File: config.mk
export PLATFORM = sky130hd
export DESIGN_NAME = continued_fraction_log_unit
export DESIGN_NICKNAME = d
export VERILOG_FILES = /design/src/rtl/cfl_pkg.sv /design/src/rtl/continued_fraction_log_unit.sv /design/src/rtl/cfl_div.sv /design/src/rtl/cfl_seq.sv
export VERILOG_INCLUDE_DIRS = /design/src /design/src/rtl
export SDC_FILE = /design/constraint.sdc
export NUM_CORES = 2
export LEC_CHECK = 0
export ABC_AREA = 0
export BUFFER_PORTS_ARGS = -buffer_cell sky130_fd_sc_hd__buf_2
export CORE_MARGIN = 2
export CORE_UTILIZATION = 45
export CTS_CLUSTER_SIZE = 24
export DETAILED_ROUTE_END_ITERATION = 16
export PLACE_DENSITY_LB_ADDON = 0.12
export RECOVER_POWER = 100
export SYNTH_ARGS = -nofsm -noshare
export SYNTH_HDL_FRONTEND = slang
export SYNTH_SLANG_ARGS = --single-unit
File: constraint.sdc
create_clock -name clk -period 9.9 [get_ports clk]
set_clock_uncertainty 0.2 [all_clocks]
set_input_delay 0.495 -clock clk [delete_from_list [all_inputs] [get_ports clk]]
set_output_delay 0.495 -clock clk [all_outputs]
set_load 0.02 [all_outputs]
File: src/rtl/assert_macros.svh
// ---------------------------------------------------------------------------
// Assertion macros shared by the log unit RTL.
// Define NO_ASSERTIONS to compile them out.
// ---------------------------------------------------------------------------
`ifndef ASSERT_MACROS_SVH
`define ASSERT_MACROS_SVH

`ifndef NO_ASSERTIONS

// Same-cycle implication, disabled during reset
`define CFL_ASSERT_IMP(lbl, clk, rst_n, ante, cons, msg) \
  lbl: assert property (@(posedge clk) disable iff (!rst_n) (ante) |-> (cons)) else $error(msg);

// Next-cycle implication, disabled during reset
`define CFL_ASSERT_NXT(lbl, clk, rst_n, ante, cons, msg) \
  lbl: assert property (@(posedge clk) disable iff (!rst_n) (ante) |=> (cons)) else $error(msg);

`else

`define CFL_ASSERT_IMP(lbl, clk, rst_n, ante, cons, msg)
`define CFL_ASSERT_NXT(lbl, clk, rst_n, ante, cons, msg)

`endif

`endif

File: src/rtl/cfl_pkg.sv
// ---------------------------------------------------------------------------
// cfl_pkg
// Types and constants of the continued fraction log unit.
// ---------------------------------------------------------------------------
`default_nettype none

package cfl_pkg;

  // Fraction bits of z, z^2 and the level accumulator
  localparam int Z_BITS    = 30;
  // Term count register
  localparam int K_W       = 8;
  localparam logic [K_W-1:0] TERM_RESET = 8'd8;
  // Result width and saturation limit of the magnitude
  localparam int OUT_W     = 21;
  localparam int MAG_W     = OUT_W - 1;
  // Multiplier operand width and product width
  localparam int MUL_W     = 30;
  localparam int PROD_W    = 2 * MUL_W;
  // Level numerator: (k-1)^2 (16 bits) times z^2 (30 bits)
  localparam int KSQ_W     = 2 * K_W;
  localparam int NUM_W     = KSQ_W + Z_BITS;
  // Divider: dividend covers numerator shifted by Z_BITS
  localparam int DVD_W     = NUM_W + Z_BITS;
  // Divisor covers (2k-1) * 2^30 with 2k-1 < 2^9
  localparam int TOP_W     = K_W + 1;
  localparam int DSR_W     = TOP_W + Z_BITS;
  localparam int QUO_W     = DSR_W + 1;

  // Sequencer states
  typedef enum logic [3:0] {
    ST_IDLE,
    ST_ZDIV,
    ST_ZWAIT,
    ST_ZSQ,
    ST_ZSQ_WB,
    ST_LEVEL,
    ST_NUM,
    ST_ADIV,
    ST_AWAIT,
    ST_FDIV,
    ST_FWAIT,
    ST_DONE
  } cfl_state_t;

  // Divider request
  typedef struct packed {
    logic             start;
    logic [DVD_W-1:0] dividend;
    logic [DSR_W-1:0] divisor;
  } div_req_t;

  // Divider response
  typedef struct packed {
    logic             done;
    logic             ovf;
    logic [QUO_W-1:0] quo;
  } div_rsp_t;

  // Finished result handed to the output register
  typedef struct packed {
    logic             valid;
    logic             invalid;
    logic [OUT_W-1:0] ln;
  } cfl_res_t;

endpackage

`default_nettype wire

File: src/rtl/continued_fraction_log_unit.sv
// ---------------------------------------------------------------------------
// continued_fraction_log_unit
// ln(x) of an unsigned fixed point input by a truncated continued fraction.
// ---------------------------------------------------------------------------
// Each division runs 76 steps on the shared radix-2 divider (z, each level,
//   the final quotient).
// Zero input: the sequencer goes straight to done, result with invalid set.
// One request at a time; the next request is taken once the
//   result has moved to the output register.
// Reset (rst_n low, synchronous): term_count returns to 8, no result pending.
`default_nettype none

`include "assert_macros.svh"

module continued_fraction_log_unit #(
  parameter int FRAC_BITS = 16
) (
  input  wire                           clk,
  input  wire                           rst_n,
  // Configuration write
  input  wire                           cfg_valid,
  output logic                          cfg_ready,
  input  wire  [cfl_pkg::K_W-1:0]       cfg_term_count,
  // Request
  input  wire                           in_valid,
  output logic                          in_stall,
  input  wire  [31:0]                   in_x_value,
  // Result
  output logic                          out_valid,
  input  wire                           out_stall,
  output logic signed [cfl_pkg::OUT_W-1:0] out_ln_value,
  output logic                          out_invalid
);
  import cfl_pkg::*;

  // Most negative code, never produced after saturation
  localparam logic [OUT_W-1:0] LN_MIN = {1'b1, {MAG_W{1'b0}}};

  logic [K_W-1:0]   term_count_r;
  logic             out_valid_r;
  logic [OUT_W-1:0] out_ln_r;
  logic             out_invalid_r;

  logic             seq_ready;
  logic             accept;
  logic             load;
  cfl_res_t         res;
  div_req_t         div_req;
  div_rsp_t         div_rsp;

  // Configuration register
  assign cfg_ready = 1'b1;

  always_ff @(posedge clk) begin
    if (!rst_n) begin
      term_count_r <= TERM_RESET;
    end else if (cfg_valid && cfg_ready) begin
      term_count_r <= cfg_term_count;
    end
  end

  // Request handshake
  assign in_stall = !seq_ready;
  assign accept   = in_valid && !in_stall;

  cfl_seq #(
    .FRAC_BITS (FRAC_BITS)
  ) u_seq (
    .clk          (clk),
    .rst_n        (rst_n),
    .start_i      (accept),
    .x_i          (in_x_value),
    .term_count_i (term_count_r),
    .res_take_i   (load),
    .ready_o      (seq_ready),
    .res_o        (res),
    .div_req_o    (div_req),
    .div_rsp_i    (div_rsp)
  );

  cfl_div u_div (
    .clk   (clk),
    .rst_n (rst_n),
    .req_i (div_req),
    .rsp_o (div_rsp)
  );

  // Output register, refilled when empty or being taken
  assign load = res.valid && (!out_valid_r || !out_stall);

  always_ff @(posedge clk) begin
    if (!rst_n) begin
      out_valid_r <= 1'b0;
    end else if (load) begin
      out_valid_r <= 1'b1;
    end else if (!out_stall) begin
      out_valid_r <= 1'b0;
    end
  end

  always_ff @(posedge clk) begin
    if (load) begin
      out_ln_r      <= res.ln;
      out_invalid_r <= res.invalid;
    end
  end

  assign out_valid    = out_valid_r;
  assign out_ln_value = out_ln_r;
  assign out_invalid  = out_invalid_r;

  `CFL_ASSERT_NXT(a_busy_after_req, clk, rst_n, accept, in_stall, "request taken, unit idle")
  `CFL_ASSERT_IMP(a_invalid_zero, clk, rst_n, out_valid_r && out_invalid_r, out_ln_r == '0, "ln not zero")
  `CFL_ASSERT_IMP(a_no_min_value, clk, rst_n, out_valid_r, out_ln_r != LN_MIN, "magnitude not saturated")

endmodule

`default_nettype wire

File: src/rtl/cfl_div.sv
// ---------------------------------------------------------------------------
// cfl_div
// Radix-2 restoring divider, one quotient bit per cycle, sticky overflow.
// ---------------------------------------------------------------------------
`default_nettype none

`include "assert_macros.svh"

module cfl_div (
  input  wire               clk,
  input  wire               rst_n,
  input  cfl_pkg::div_req_t req_i,
  output cfl_pkg::div_rsp_t rsp_o
);
  import cfl_pkg::*;

  localparam int CNT_W = $clog2(DVD_W + 1);

  logic             busy_r;
  logic             done_r;
  logic [CNT_W-1:0] cnt_r;
  logic [DVD_W-1:0] dvd_r;
  logic [DSR_W-1:0] dsr_r;
  logic [DSR_W-1:0] rem_r;
  logic [QUO_W-1:0] quo_r;
  logic             ovf_r;

  logic [DSR_W:0]   trial;
  logic [DSR_W:0]   diff;
  logic             ge;

  // Trial subtract of the shifted remainder
  assign trial = {rem_r, dvd_r[DVD_W-1]};
  assign diff  = trial - {1'b0, dsr_r};
  assign ge    = trial >= {1'b0, dsr_r};

  // Control
  always_ff @(posedge clk) begin
    if (!rst_n) begin
      busy_r <= 1'b0;
      done_r <= 1'b0;
      cnt_r  <= '0;
    end else begin
      done_r <= 1'b0;
      if (req_i.start) begin
        busy_r <= 1'b1;
        cnt_r  <= CNT_W'(DVD_W);
      end else if (busy_r) begin
        cnt_r <= cnt_r - CNT_W'(1);
        if (cnt_r == CNT_W'(1)) begin
          busy_r <= 1'b0;
          done_r <= 1'b1;
        end
      end
    end
  end

  // Datapath: shift one dividend bit into the remainder per cycle while busy
  always_ff @(posedge clk) begin
    if (req_i.start) begin
      dvd_r <= req_i.dividend;
      dsr_r <= req_i.divisor;
      rem_r <= '0;
      quo_r <= '0;
      ovf_r <= 1'b0;
    end else if (busy_r) begin
      dvd_r <= {dvd_r[DVD_W-2:0], 1'b0};
      rem_r <= ge ? diff[DSR_W-1:0] : trial[DSR_W-1:0];
      quo_r <= {quo_r[QUO_W-2:0], ge};
      ovf_r <= ovf_r | quo_r[QUO_W-1];
    end
  end

  assign rsp_o.done = done_r;
  assign rsp_o.ovf  = ovf_r;
  assign rsp_o.quo  = quo_r;

  `CFL_ASSERT_IMP(a_start_idle, clk, rst_n, req_i.start, !busy_r, "divider started while busy")
  `CFL_ASSERT_NXT(a_done_pulse, clk, rst_n, done_r, !done_r, "divider done longer than a cycle")
  `CFL_ASSERT_IMP(a_done_free, clk, rst_n, done_r, !busy_r, "divider done while still busy")

endmodule

`default_nettype wire

File: src/rtl/cfl_seq.sv
// ---------------------------------------------------------------------------
// cfl_seq
// Sequencer and datapath: forms z, z^2 and the fraction levels bottom up,
// sharing one multiplier and one divider.
// ---------------------------------------------------------------------------
`default_nettype none

module cfl_seq #(
  parameter int FRAC_BITS = 16
) (
  input  wire                          clk,
  input  wire                          rst_n,
  input  wire                          start_i,
  input  wire  [31:0]                  x_i,
  input  wire  [cfl_pkg::K_W-1:0]      term_count_i,
  input  wire                          res_take_i,
  output logic                         ready_o,
  output cfl_pkg::cfl_res_t            res_o,
  output cfl_pkg::div_req_t            div_req_o,
  input  cfl_pkg::div_rsp_t            div_rsp_i
);
  import cfl_pkg::*;

  localparam logic [31:0]      ONE  = 32'(1) << FRAC_BITS;
  localparam logic [DSR_W-1:0] UNIT = DSR_W'(1) << Z_BITS;
  localparam logic [QUO_W-1:0] CAP  = QUO_W'((1 << MAG_W) - 1);

  cfl_state_t state_r, state_nxt;

  logic [31:0]       x_r;
  logic              neg_r;
  logic [Z_BITS-1:0] zm_r;
  logic [Z_BITS-1:0] z2_r;
  logic [K_W-1:0]    k_r;
  logic [QUO_W-1:0]  acc_r;
  logic [PROD_W-1:0] prod_r;
  logic [OUT_W-1:0]  ln_r;
  logic              inv_r;

  logic              mul_en;
  logic [MUL_W-1:0]  mul_a;
  logic [MUL_W-1:0]  mul_b;
  logic [31:0]       diff;
  logic [32:0]       xp1;
  logic [K_W-1:0]    km1;
  logic [TOP_W-1:0]  top9;
  logic [DSR_W-1:0]  lvl_top;
  logic [DSR_W-1:0]  lvl_den;
  logic [DSR_W-1:0]  fin_den;
  logic              sat;
  logic [MAG_W-1:0]  mag;
  logic [OUT_W-1:0]  mag_ext;

  // |x - 1| and x + 1
  assign diff = neg_r ? (ONE - x_r) : (x_r - ONE);
  assign xp1  = {1'b0, x_r} + {1'b0, ONE};
  assign km1  = k_r - K_W'(1);

  // Level denominator (2k-1)*2^30 - acc, taken as 1 if not positive
  assign top9    = {k_r, 1'b0} - TOP_W'(1);
  assign lvl_top = {top9, {Z_BITS{1'b0}}};
  assign lvl_den = (acc_r < {1'b0, lvl_top}) ? (lvl_top - acc_r[DSR_W-1:0]) : DSR_W'(1);
  assign fin_den = (acc_r < {1'b0, UNIT}) ? (UNIT - acc_r[DSR_W-1:0]) : DSR_W'(1);

  // Final magnitude saturation and sign
  assign sat     = div_rsp_i.ovf || (div_rsp_i.quo > CAP);
  assign mag     = sat ? CAP[MAG_W-1:0] : div_rsp_i.quo[MAG_W-1:0];
  assign mag_ext = {1'b0, mag};

  // Next state
  always_comb begin
    state_nxt = state_r;
    unique case (state_r)
      ST_IDLE: begin
        if (start_i) state_nxt = (x_i == 32'd0) ? ST_DONE : ST_ZDIV;
      end
      ST_ZDIV:   state_nxt = ST_ZWAIT;
      ST_ZWAIT: begin
        if (div_rsp_i.done) state_nxt = ST_ZSQ;
      end
      ST_ZSQ:    state_nxt = ST_ZSQ_WB;
      ST_ZSQ_WB: state_nxt = ST_LEVEL;
      ST_LEVEL:  state_nxt = (k_r > K_W'(1)) ? ST_NUM : ST_FDIV;
      ST_NUM:    state_nxt = ST_ADIV;
      ST_ADIV:   state_nxt = ST_AWAIT;
      ST_AWAIT: begin
        if (div_rsp_i.done) state_nxt = ST_LEVEL;
      end
      ST_FDIV:   state_nxt = ST_FWAIT;
      ST_FWAIT: begin
        if (div_rsp_i.done) state_nxt = ST_DONE;
      end
      ST_DONE: begin
        if (res_take_i) state_nxt = ST_IDLE;
      end
      default:   state_nxt = ST_IDLE;
    endcase
  end

  // Outputs: multiplier operands and divider requests
  always_comb begin
    mul_en    = 1'b0;
    mul_a     = '0;
    mul_b     = '0;
    div_req_o = '0;
    unique case (state_r)
      ST_ZDIV: begin
        div_req_o.start    = 1'b1;
        div_req_o.dividend = DVD_W'({diff, {Z_BITS{1'b0}}});
        div_req_o.divisor  = DSR_W'(xp1);
      end
      ST_ZSQ: begin
        mul_en = 1'b1;
        mul_a  = zm_r;
        mul_b  = zm_r;
      end
      ST_LEVEL: begin
        mul_en = 1'b1;
        mul_a  = MUL_W'(km1);
        mul_b  = MUL_W'(km1);
      end
      ST_NUM: begin
        mul_en = 1'b1;
        mul_a  = MUL_W'(prod_r[KSQ_W-1:0]);
        mul_b  = z2_r;
      end
      ST_ADIV: begin
        div_req_o.start    = 1'b1;
        div_req_o.dividend = {prod_r[NUM_W-1:0], {Z_BITS{1'b0}}};
        div_req_o.divisor  = lvl_den;
      end
      ST_FDIV: begin
        div_req_o.start    = 1'b1;
        div_req_o.dividend = DVD_W'({zm_r, 1'b0}) << FRAC_BITS;
        div_req_o.divisor  = fin_den;
      end
      default: begin
      end
    endcase
  end

  // State register
  always_ff @(posedge clk) begin
    if (!rst_n) begin
      state_r <= ST_IDLE;
    end else begin
      state_r <= state_nxt;
    end
  end

  // Shared multiplier, product registered
  always_ff @(posedge clk) begin
    if (mul_en) begin
      prod_r <= mul_a * mul_b;
    end
  end

  // Datapath registers
  always_ff @(posedge clk) begin
    unique case (state_r)
      ST_IDLE: begin
        x_r   <= x_i;
        neg_r <= x_i < ONE;
        inv_r <= (x_i == 32'd0);
        ln_r  <= '0;
      end
      ST_ZWAIT: begin
        if (div_rsp_i.done) zm_r <= div_rsp_i.quo[Z_BITS-1:0];
      end
      ST_ZSQ_WB: begin
        z2_r  <= prod_r[PROD_W-1:Z_BITS];
        k_r   <= term_count_i;
        acc_r <= '0;
      end
      ST_AWAIT: begin
        if (div_rsp_i.done) begin
          acc_r <= div_rsp_i.ovf ? {QUO_W{1'b1}} : div_rsp_i.quo;
          k_r   <= km1;
        end
      end
      ST_FWAIT: begin
        if (div_rsp_i.done) ln_r <= neg_r ? (OUT_W'(0) - mag_ext) : mag_ext;
      end
      default: begin
      end
    endcase
  end

  assign ready_o       = (state_r == ST_IDLE);
  assign res_o.valid   = (state_r == ST_DONE);
  assign res_o.invalid = inv_r;
  assign res_o.ln      = ln_r;

endmodule

`default_nettype wire
==> impl_metrics.json <==
{
  "status": "finished, violations left",
  "violations": "capacitance limit, slew limit",
  "cts_tree": "yes",
  "dr_total_vias": 39290,
  "post-route-min-period_ns": 9.625,
  "drtAntennaViolNets": 0,
  "die_x_um": 339.7,
  "ys_warn_count": 0,
  "core_area_mm2": 0.1122,
  "post-route-period-util_pct": 97.22,
  "worstHoldEndpoint": "out_valid$_SDFFE_PN0P_",
  "gp_congestion": 0.9544,
  "max-vdd-ir-drop_uv": 118.5,
  "cp_slowest_cell": "fa_1",
  "r2r.worst_path.cells": 35,
  "synth.avg_cell_area_um2": 9.354,
  "synth_top_flop_cell": "edfxtp_1",
  "finalPower_uw": 6169,
  "cts.sink_count": 445,
  "initial_core_util_pct": 45.19,
  "cts.path.max_buffers": 3,
  "slew_viol_final": 414,
  "antenna_found_initial": 3,
  "syn_nets": 6559,
  "die_h_um": 339.7,
  "dieArea_mm2": 0.1154,
  "numCtsBuffers": 46,
  "drtPass1Iterations": 7,
  "rrSetupSlack_ns": 0.28,
  "diodes": 0,
  "maxCapViolations": 9,
  "pre_cts_ws_ns": -0.1309,
  "clock-root-buffer": "clkbuf_16",
  "netlist_area_mm2": 0.05070,
  "cpPeakStageDelay_ns": 0.63,
  "critPathMostFrequentCell": "fa_1",
  "dp_hpwl_um": 132500,
  "worst_hold_slack_ns": 0.02536,
  "drive_gt1_share_pct": 7.548,
  "r2r-end": "u_seq.prod_r[53]$_DFFE_PN_",
  "ys_seq_elements": 445,
  "first_global_vias": 39320,
  "crit_type": "reg2reg",
  "crit_fanout": 14,
  "io_buffers": 68,
  "cp.arrival_ns": 9.76,
  "overflow": 0,
  "synth-edff-count": 343,
  "via_per_inst": 5.531,
  "cts.clk_slew.worst_paths_ns": 0.06,
  "synth.top_cell.area_share_pct": 30.84,
  "finalSetupViolCount": 0,
  "seq_area_frac_synth_pct": 24.34,
  "htree_levels": 2,
  "crit_start": "u_seq.k_r[4]$_DFFE_PP_",
  "fmax_mhz": 103.9,
  "worst_slack_ns": 0.2750,
  "min_path_cells": 3,
  "drtIter0Drc": 3614,
  "grt_start_max_net_pins": 69,
  "drc": 0,
  "grt_use_total_pct": 28.94,
  "synthTopCellsByCount": "inv_1, fa_1, nand2_1",
  "start_kind": "register",
  "reg2reg_from": "u_seq.k_r[4]$_DFFE_PP_",
  "area_growth_pct": 10.69,
  "ioPinCount": 70,
  "yosys.cell_types.count": 87,
  "tns_ns": 0,
  "synthArstFlopShare_pct": 0,
  "hp-start": "out_stall",
  "leakage_uw": 0.02580,
  "routed_wl_um": 166100,
  "ys_top_cells_by_area": "fa_1, edfxtp_1, ha_1",
  "fin_area_mm2": 0.05612,
  "hold_viol": 0,
  "end_kind": "register",
  "grt_first_pass_wirelength_um": 249900,
  "hp-class": "in2reg",
  "worstPathRequired_ns": 10.03,
  "slew_headroom_pct": -143.8,
  "insertion_delay_ns": 0.62,
  "fin_nets": 6705,
  "yosysMostFrequentCell": "inv_1",
  "synthCells": 5420,
  "row_count": 123,
  "place_area_mm2": 0.05410,
  "synth_top_area_cell": "fa_1",
  "worst_pin_slew_ns": 3.656,
  "wl_per_cell_um": 23.38,
  "powerDensity_mw_per_mm2": 109.9
}
[worst max-delay path by stage]
| stage | cells past startpoint | slack (ns) | to |
|---|---|---|---|
| final | 35 | 0.28 | u_seq.prod_r[53]$_DFFE_PN_ |
| after global routing | 34 | -0.02 | u_seq.prod_r[55]$_DFFE_PN_ |
| after CTS | 30 | 0.02 | u_seq.prod_r[58]$_DFFE_PN_ |
| after detailed placement | 30 | -0.13 | u_seq.prod_r[58]$_DFFE_PN_ |
| after global placement | 30 | -0.08 | u_seq.prod_r[58]$_DFFE_PN_ |
| after floorplan | 31 | 0.24 | u_seq.prod_r[58]$_DFFE_PN_ |
[flip-flops by register name (all words and copies together) (netlist names), 21 cells and up]
name	flops
u_seq.x_r	32
u_seq.ln_r	21
u_div.dvd_r	59
u_div.dsr_r	39
u_seq.prod_r	60
out_ln_value	21
u_div.quo_r	40
u_seq.acc_r	40
u_div.rem_r	39
u_seq.zm_r	30
u_seq.z2_r	30
[stage by stage]
step,utilization [%],cells
2_1_floorplan,-,5420
3_3_place_gp,48.22,6975
6_report,50.02,7104
3_5_place_dp,48.22,6975
5_1_grt,50.02,7104
4_1_cts,49.96,7099
[layout make-up]
type,count,area [um2]
clock inverter,29,320.3
timing repair buffer,377,2839
multi-input combinational,3700,33750
inverter,996,3740
sequential,445,12350
clock buffer,57,1244
fill,10540,56070
tap,1500,1877
[metal layers]
layer	vias up	GRT usage, %	wire, um
li1	17590	-	-
met4	0	9.900	7063
met2	1415	45.34	75130
met1	19990	41.37	72170
met3	303	3.971	11720
met5	-	0	0
[cells by family (layout without fill, tap and decap cells)]
| kind of cell | count (synthesis) | after routing | share of synthesized area, % |
|---|---|---|---|
| AND/OR/NAND/NOR | 1593 | 1593 | 13.25 |
| buffers and inverters | 1275 | 1459 | 9.460 |
| adder cells (fa/ha/maj) | 1094 | 1094 | 38.56 |
| AO/OA/AOI/OAI | 774 | 774 | 10.11 |
| flip-flops | 445 | 445 | 24.34 |
| XOR/XNOR | 178 | 178 | 3.075 |
| multiplexers | 60 | 60 | 1.187 |
| other | 1 | 1 | 0.007397 |
[cells in the final DEF (no fill, tap or decap), types with 31 or more instances in the layout]
cell type / count
nor2_1: 565
ha_1: 313
a21o_1: 55
a22o_1: 44
clkbuf_16: 48
dlygate4sd3_1: 38
clkbuf_1: 72
dfxtp_1: 101
a21oi_1: 179
xnor2_1: 97
inv_1: 990
nor3_1: 34
o21ai_0: 158
fa_1: 780
edfxtp_1: 343
a22oi_1: 35
xor2_1: 80
buf_4: 237
nand3_1: 42
nand2_1: 722
nand4_1: 33
mux2i_1: 59
o21a_1: 48
a211oi_1: 31
[worst max-delay path: cells and delay by family (launching register included)]
family	cells	cell delay, ns
AOI/OAI and AO/OA	10	1.64
xor gates and xnor gates	2	0.23
adders and majority gates	9	4.55
buffers and inverters	10	1.30
DFF	1	0.40
and+or+nand+nor	4	1.05
[power by group]
group	internal [uW]	leakage, uW	switching [uW]	total [uW]
logic	681	0.0210	1160	1840
registers	2310	0.00407	194	2500
clock network	1020	0.000761	810	1830
total	4010	0.0258	2160	6170
[timing repair]
item,4_1_cts,5_1_grt
setup buffers,0,5
hold endpoints to repair,38,0
resized for setup,2,45
pin swaps,0,6
hold buffers,38,0
cloned,0,0
setup endpoints to repair,4,20
Note: power is estimated with default switching activity, not from simulation.
